$ cat src/cct_pkg.sv
`timescale 1ns / 1ps
// Package for the client connection match table: sizes, operation and status
// codes, item structs and the controller/datapath command and status structs.
// Depends on nothing.
package cct_pkg;

  localparam int MAX_CLIENTS = 64;
  localparam int ADDR_WIDTH  = 48;
  localparam int SLOT_W      = (MAX_CLIENTS > 1) ? $clog2(MAX_CLIENTS) : 1;
  localparam int CNT_W       = $clog2(MAX_CLIENTS + 1);

  localparam logic [6:0] ACTIVE_RESET = 7'd64;

  localparam logic [2:0] OP_ADD              = 3'd0;
  localparam logic [2:0] OP_REMOVE           = 3'd1;
  localparam logic [2:0] OP_FIND_ADDR        = 3'd2;
  localparam logic [2:0] OP_FIND_ADDR_CLIENT = 3'd3;
  localparam logic [2:0] OP_FIND_ALL         = 3'd4;
  localparam logic [2:0] OP_EXISTS           = 3'd5;

  localparam logic [1:0] ST_OK        = 2'd0;
  localparam logic [1:0] ST_NOT_FOUND = 2'd1;
  localparam logic [1:0] ST_RANGE     = 2'd2;

  typedef struct packed {
    logic [2:0]  op;
    logic [5:0]  entry_index;
    logic [47:0] address_key;
    logic [15:0] client_id;
    logic [15:0] server_id;
  } in_item_t;

  typedef struct packed {
    logic [1:0] status;
    logic [5:0] match_index;
  } out_item_t;

  typedef struct packed {
    logic [ADDR_WIDTH-1:0] address;
    logic [15:0]           client_id;
    logic [15:0]           server_id;
  } slot_word_t;

  typedef struct packed {
    logic capture;
    logic update;
    logic scan_start;
    logic scan_step;
    logic emit;
  } cct_cmd_t;

  typedef struct packed {
    logic is_find;
    logic scan_hit;
    logic scan_end;
    logic out_free;
  } cct_stat_t;

endpackage

$ cat src/cct_controller.sv
`timescale 1ns / 1ps
// Controller of the match table: sequences capture, update or scan, and
// hand-off of the result to the output register. Depends on cct_pkg.
module cct_controller import cct_pkg::*; (
  input  logic      clk,
  input  logic      rst,
  input  logic      in_valid,
  output logic      in_ready,
  input  cct_stat_t stat,
  output cct_cmd_t  cmd
);

  localparam logic [1:0] S_IDLE   = 2'd0;
  localparam logic [1:0] S_DECODE = 2'd1;
  localparam logic [1:0] S_SCAN   = 2'd2;
  localparam logic [1:0] S_FINISH = 2'd3;

  logic [1:0] state;
  logic [1:0] state_next;

  assign in_ready = (state == S_IDLE);

  always_comb begin
    state_next = state;
    cmd        = '0;
    case (state)
      S_IDLE: begin
        if (in_valid) begin
          cmd.capture = 1'b1;
          state_next  = S_DECODE;
        end
      end
      S_DECODE: begin
        if (stat.is_find) begin
          cmd.scan_start = 1'b1;
          state_next     = S_SCAN;
        end else begin
          cmd.update = 1'b1;
          state_next = S_FINISH;
        end
      end
      S_SCAN: begin
        cmd.scan_step = 1'b1;
        if (stat.scan_end) begin
          state_next = S_FINISH;
        end
      end
      S_FINISH: begin
        if (stat.out_free) begin
          cmd.emit   = 1'b1;
          state_next = S_IDLE;
        end
      end
      default: begin
        state_next = S_IDLE;
      end
    endcase
  end

  always_ff @(posedge clk) begin
    if (rst) begin
      state <= S_IDLE;
    end else begin
      state <= state_next;
    end
  end

endmodule

$ cat config.mk
export PLATFORM = sky130hd
export DESIGN_NAME = cct_controller
export DESIGN_NICKNAME = d
export VERILOG_FILES = /design/src/cct_pkg.sv /design/src/cct_controller.sv
export SDC_FILE = /design/constraint.sdc
export NUM_CORES = 1
export LEC_CHECK = 0
export ABC_AREA = 0
export BUFFER_PORTS_ARGS = -buffer_cell sky130_fd_sc_hd__buf_2
export CAP_MARGIN = 40
export CORE_AREA = 2 2 39 41
export DETAILED_ROUTE_END_ITERATION = 7
export DIE_AREA = 0 0 41 43
export PLACE_DENSITY = 0.37
export SYNTH_ARGS = -nofsm -noshare
export SYNTH_HDL_FRONTEND = slang
export SYNTH_SLANG_ARGS = --single-unit
$ cat constraint.sdc
create_clock -name clk -period 2.9 [get_ports clk]
set_clock_uncertainty 0.2 [all_clocks]
set_input_delay 0 -clock clk [delete_from_list [all_inputs] [get_ports clk]]
set_output_delay 0 -clock clk [all_outputs]
set_load 0.02 [all_outputs]
# --- Word-level counts from Yosys, hierarchy flattened ---
# Cells that the tools add are included.
word_totals:
  ff_bits: 2
  inputBits: 7
  out_inout_bits: 6
  wordCells: 22
classes:
  n_eq_ne: 6
  muxes: 13
  reduce_logical: 2
ops:
  columns: ["operator", "n"]
  rows:
  - ["two-way mux 1 bit", 8]
  - ["two-way mux 2 bit", 4]
  - ["case mux 2 bit (4 select lines)", 1]
  - ["inequality test 2 bit (second input constant)", 3]
  - ["equality test 2 bit (second input constant)", 2]
  - ["AND reduction 3 bit", 1]
  - ["equality test 2 x 1 -> 1 bit (second input constant)", 1]
  - ["logical NOT 2 bit", 1]

# --- Depth between registers and ports, before layout ---
logic_depth:
  word_depth: 3
  mapped_depth: 5

# --- Least setup slack after synthesis ---
# No wires, ideal clock.
synth_timing:
  kind: "register to register"
  from: "register state[0]"
  to: "register state[0]"
  setup_ns: 0.116
  t_arrival_ns: 1.375
  t_required_ns: 2.584
  setup_slack_ns: 1.209
  stages_incl_launch_ff: 6
  path_buffers: 0
  period_less_slack_ns: 1.691
  cell_sequence: "dfxtp_1 inv_1 ha_1 nand2b_2 a2111o_1 o211a_1"
synth_via:
  elab_chain_cells: 3
synth_rtl:
  columns: ["item", "line_no", "text"]
  rows:
  - ["from (decl)", "cct_controller.sv:18", "logic [1:0] state;"]
  - ["from (signal assigned)", "cct_controller.sv:64", "state <= state_next;"]
  - ["logical NOT 2 bit *", null, null]
  - ["net in_ready", "cct_controller.sv:8", "output logic in_ready,"]
  - ["inequality test 2 bit (no line)", null, null]
  - ["AND reduction 3 bit (no line)", null, null]
# The timed path passes the listed nets; every way through them passes the cells marked *.
# A chain may end at the register's enable or synchronous reset.

# --- Worst setup path after layout ---
layout_timing:
  from: "register state[0]"
  to: "register state[1]"
layout_via:
  elab_chain_cells: 3
layout_rtl:
  columns: ["item", "line_no", "text"]
  rows:
  - ["equality test 2 bit / logical NOT 2 bit (equally long branches)", "cct_controller.sv:26", "case (state)"]
  - ["inequality test 2 bit (no line)", null, null]
  - ["AND reduction 3 bit (no line)", null, null]
# Parallel ways exist; a longest one is shown, timed or not.

==> results.txt <==
Status: finished clean
Seq/Total Area, Yosys: 18.08%
Cell area after layout: 349.1 sq um
Ys async rst share: 0%
Tcrit/Tclk final: 73.47%
CTS tree: built
Num ports: 13
Die Ht: 43 um
# DRC: 0
Leakage power: 0.1849 nW
GR Layer Usage met1: 5.732%
Post-Synthesis Cells: 24
DR pass1 iterations: 2
Slowest stage delay, CP: 0.61 ns
Yosys top cell by area: ha_1
DR iter-0 viols: 1
DR vias/cell: 3.789
Placed cell area: 296.5 sq um
Storage element area: 40.04 sq um
Largest net degree at the start of global routing: 7
# fillers: 157
Crit Path Category: reg -> reg
Reg clk slew, reported paths: 0.03 ns
Unrepaired setup endpoints after global routing: no
Fin crit period: 2.131 ns
Post-route ant nets: 0
Cell depth of the worst setup path: 5
Max clock buf depth: 2
Biggest register: state
Power Density: 934.6 nW/um^2
Synthesis warning total: 0
Area contributors post-synth: ha_1 23%, dfxtp_1 18%, a221oi_2 6.8%, inv_1 6.8%, nor2b_4 6.2%
H-tree depth: 1
Setup tns final: 0 ns
Area taken by multi-input logic gates: 166.4 sq um
I/O Buffers: 11
Number of synthesized register bits: 2
Post-Synth Adder-Cell Area: 22.60%
DR vias: 216
Max Cap Viol: 0
Nets: 54
CP Capture Type: register
Synth Area in Compound Gates: 16.38%
Core Area: 1384 sq um
CTS sink count: 2
Max reg flops: 2
Net Count, Synth: 35
Post-synth EDFFs: 0
Largest regs: state: 2 flops
Mux contribution to synthesized area: 4.520%
Vias in the first global route: 205
Synth unique cells: 15
Syn-to-layout area delta: 57.63%
Antenna violations before repair: 0
Bufs and invs on worst path: 2
GRT Max-Usage Layer: met2
Total congestion overflow: 0
Avg Cell Area, Syn: 9.228 sq um
CTS buffer count: 3
Antenna cells: 0
Commonest cells post-synth: 4 x ha_1, 4 x inv_1, 2 x and2_1, 2 x dfxtp_1, 2 x nand2b_1
Largest family of logic cells by synthesized area: simple AND/OR/NAND/NOR gates
WP data required: 2.85 ns
Placer Congestion: 0.5372
Final Max Tran Viols: 0
Layout cell share with drive strength beyond 1: 43.90%
Crit-path leading delay family: buffers and inverters
Met3 Resource Use GR: 3.141%
Die Width: 41 um
Final setup vio count: 0
Worst reg-to-reg path cell count: 5
Synth Area in XOR/XNOR: 0%
Syn Std Cell Area: 221.5 sq um
Worst skew pair latency: 0.22 ns
Tightest Pin Transition: 0.2401 ns
CP arrival: 2.08 ns
Crit path cell chain: inv_1 > ha_1 > a221oi_2 > dlygate4sd3_1 > mux2i_1
WL final: 460 um
First-pass GRT wire length: 690 um
Slew margin rel.: 83.99%
Starting Density: 16.00%
Placement Rows: 14
Die area: 1763 sq um
Average wire per cell in the routed design: 8.070 um
Min-Delay Path Depth: 4
Hold Violations, Final: 0
Post-Synth Simple-Gate Area: 31.64%
Crit path max-delay cell type: dlygate4sd3_1
Main flop type after synthesis: dfxtp_1
Max Freq: 469.3 MHz
Post-synth top area share: 22.60%
Clock Tree Root: clkbuf_4
Met2 Usage GRT: 8.750%
Tot GR Track Use: 6.106%
CP Max Fanout: 6
Worst Hold Class: in -> reg
Max VDD drop: 0.0002795 V
Crit path launch type: register
-- power by group --
group          leakage (nW)  switching, W  internal [W]  total [W]
sequential           0.0166     0.0000191     0.0000412  0.0000603
combinational         0.155      0.000108     0.0000980   0.000206
clock                0.0138     0.0000145     0.0000455  0.0000601
-- metal layers --
metal	routed length, um	vias to the layer above	share of wire (%)
met1	190	92	41
met2	214	9	47
li1	-	115	-
met3	55	0	12
met4	0	0	0
met5	0	-	0
-- kinds of logic after synthesis --
group,count (synthesis)
flip-flops,2
AO/OA/AOI/OAI,3
AND/OR/NAND/NOR,10
adder cells (fa/ha/maj),4
multiplexers,1
buffers and inverters,4
-- placed cells by master, fill, tap and decap left out --
cell type / Yosys / layout
nand2b_1: 2 / 2
and2_1: 2 / 2
a221oi_2: 1 / 1
clkbuf_4: 0 / 3
nor2b_1: 1 / 1
dfxtp_1: 2 / 2
a2111o_1: 1 / 1
o211a_1: 1 / 1
dlygate4sd3_1: 0 / 3
nand2b_2: 1 / 1
nor2_1: 1 / 1
ha_1: 4 / 4
inv_1: 4 / 4
and2_2: 1 / 1
mux2i_1: 1 / 1
buf_2: 0 / 11
nor2b_4: 1 / 1
nor3_1: 1 / 1
-- worst register-to-register path: cells and delay by family, from the launching register on --
kind,cells,cell delay [ns]
buf+inv,2,0.70
flops,1,0.42
compound gates,1,0.29
fa+ha+maj,1,0.26
mux,1,0.17
-- metrics by stage --
step / std cells / hold WS, ns / setup WS [ns] / total power [W] / utilization [%]
floorplan: 24 / -0.1664 / 1.209 / 0.0002057 / -
global placement: 51 / 0.08199 / 1.213 / 0.0002521 / 21.43
CTS: 57 / 0.04254 / 0.7668 / 0.0003332 / 25.23
detailed placement: 51 / 0.08499 / 1.209 / 0.0002552 / 21.43
finish: 57 / 0.05137 / 0.7694 / 0.0003262 / 25.23
global route: 57 / 0.05957 / 0.6419 / 0.0003568 / 25.23
-- path summary, 6_finish.rpt --
check,startpoint,to,slack (ns)
worst min-delay path,stat[1],state[0],0.05
worst max-delay path,state[0],state[1],0.77
worst max register to register,state[0],state[1],0.77
worst min register to register,state[1],state[1],0.33
-- area by class of cell --
| class | count | share of cell area [%] |
|---|---|---|
| multi-input cells | 18 | 47.67 |
| repair buffers | 14 | 24.37 |
| flip-flops and latches | 2 | 11.47 |
| clock buffers | 3 | 6.452 |
| well taps | 16 | 5.735 |
| inverters | 4 | 4.301 |
-- timing repair --
| item | in CTS | in global routing |
|---|---|---|
| buffers inserted | 0 | 0 |
| hold buffers | 3 | 0 |
| hold endpoints to repair | 2 | 0 |
| gates resized for setup | 0 | 0 |
| endpoints found under the setup margin | 0 | 0 |
(Power assumes the default switching activity.)
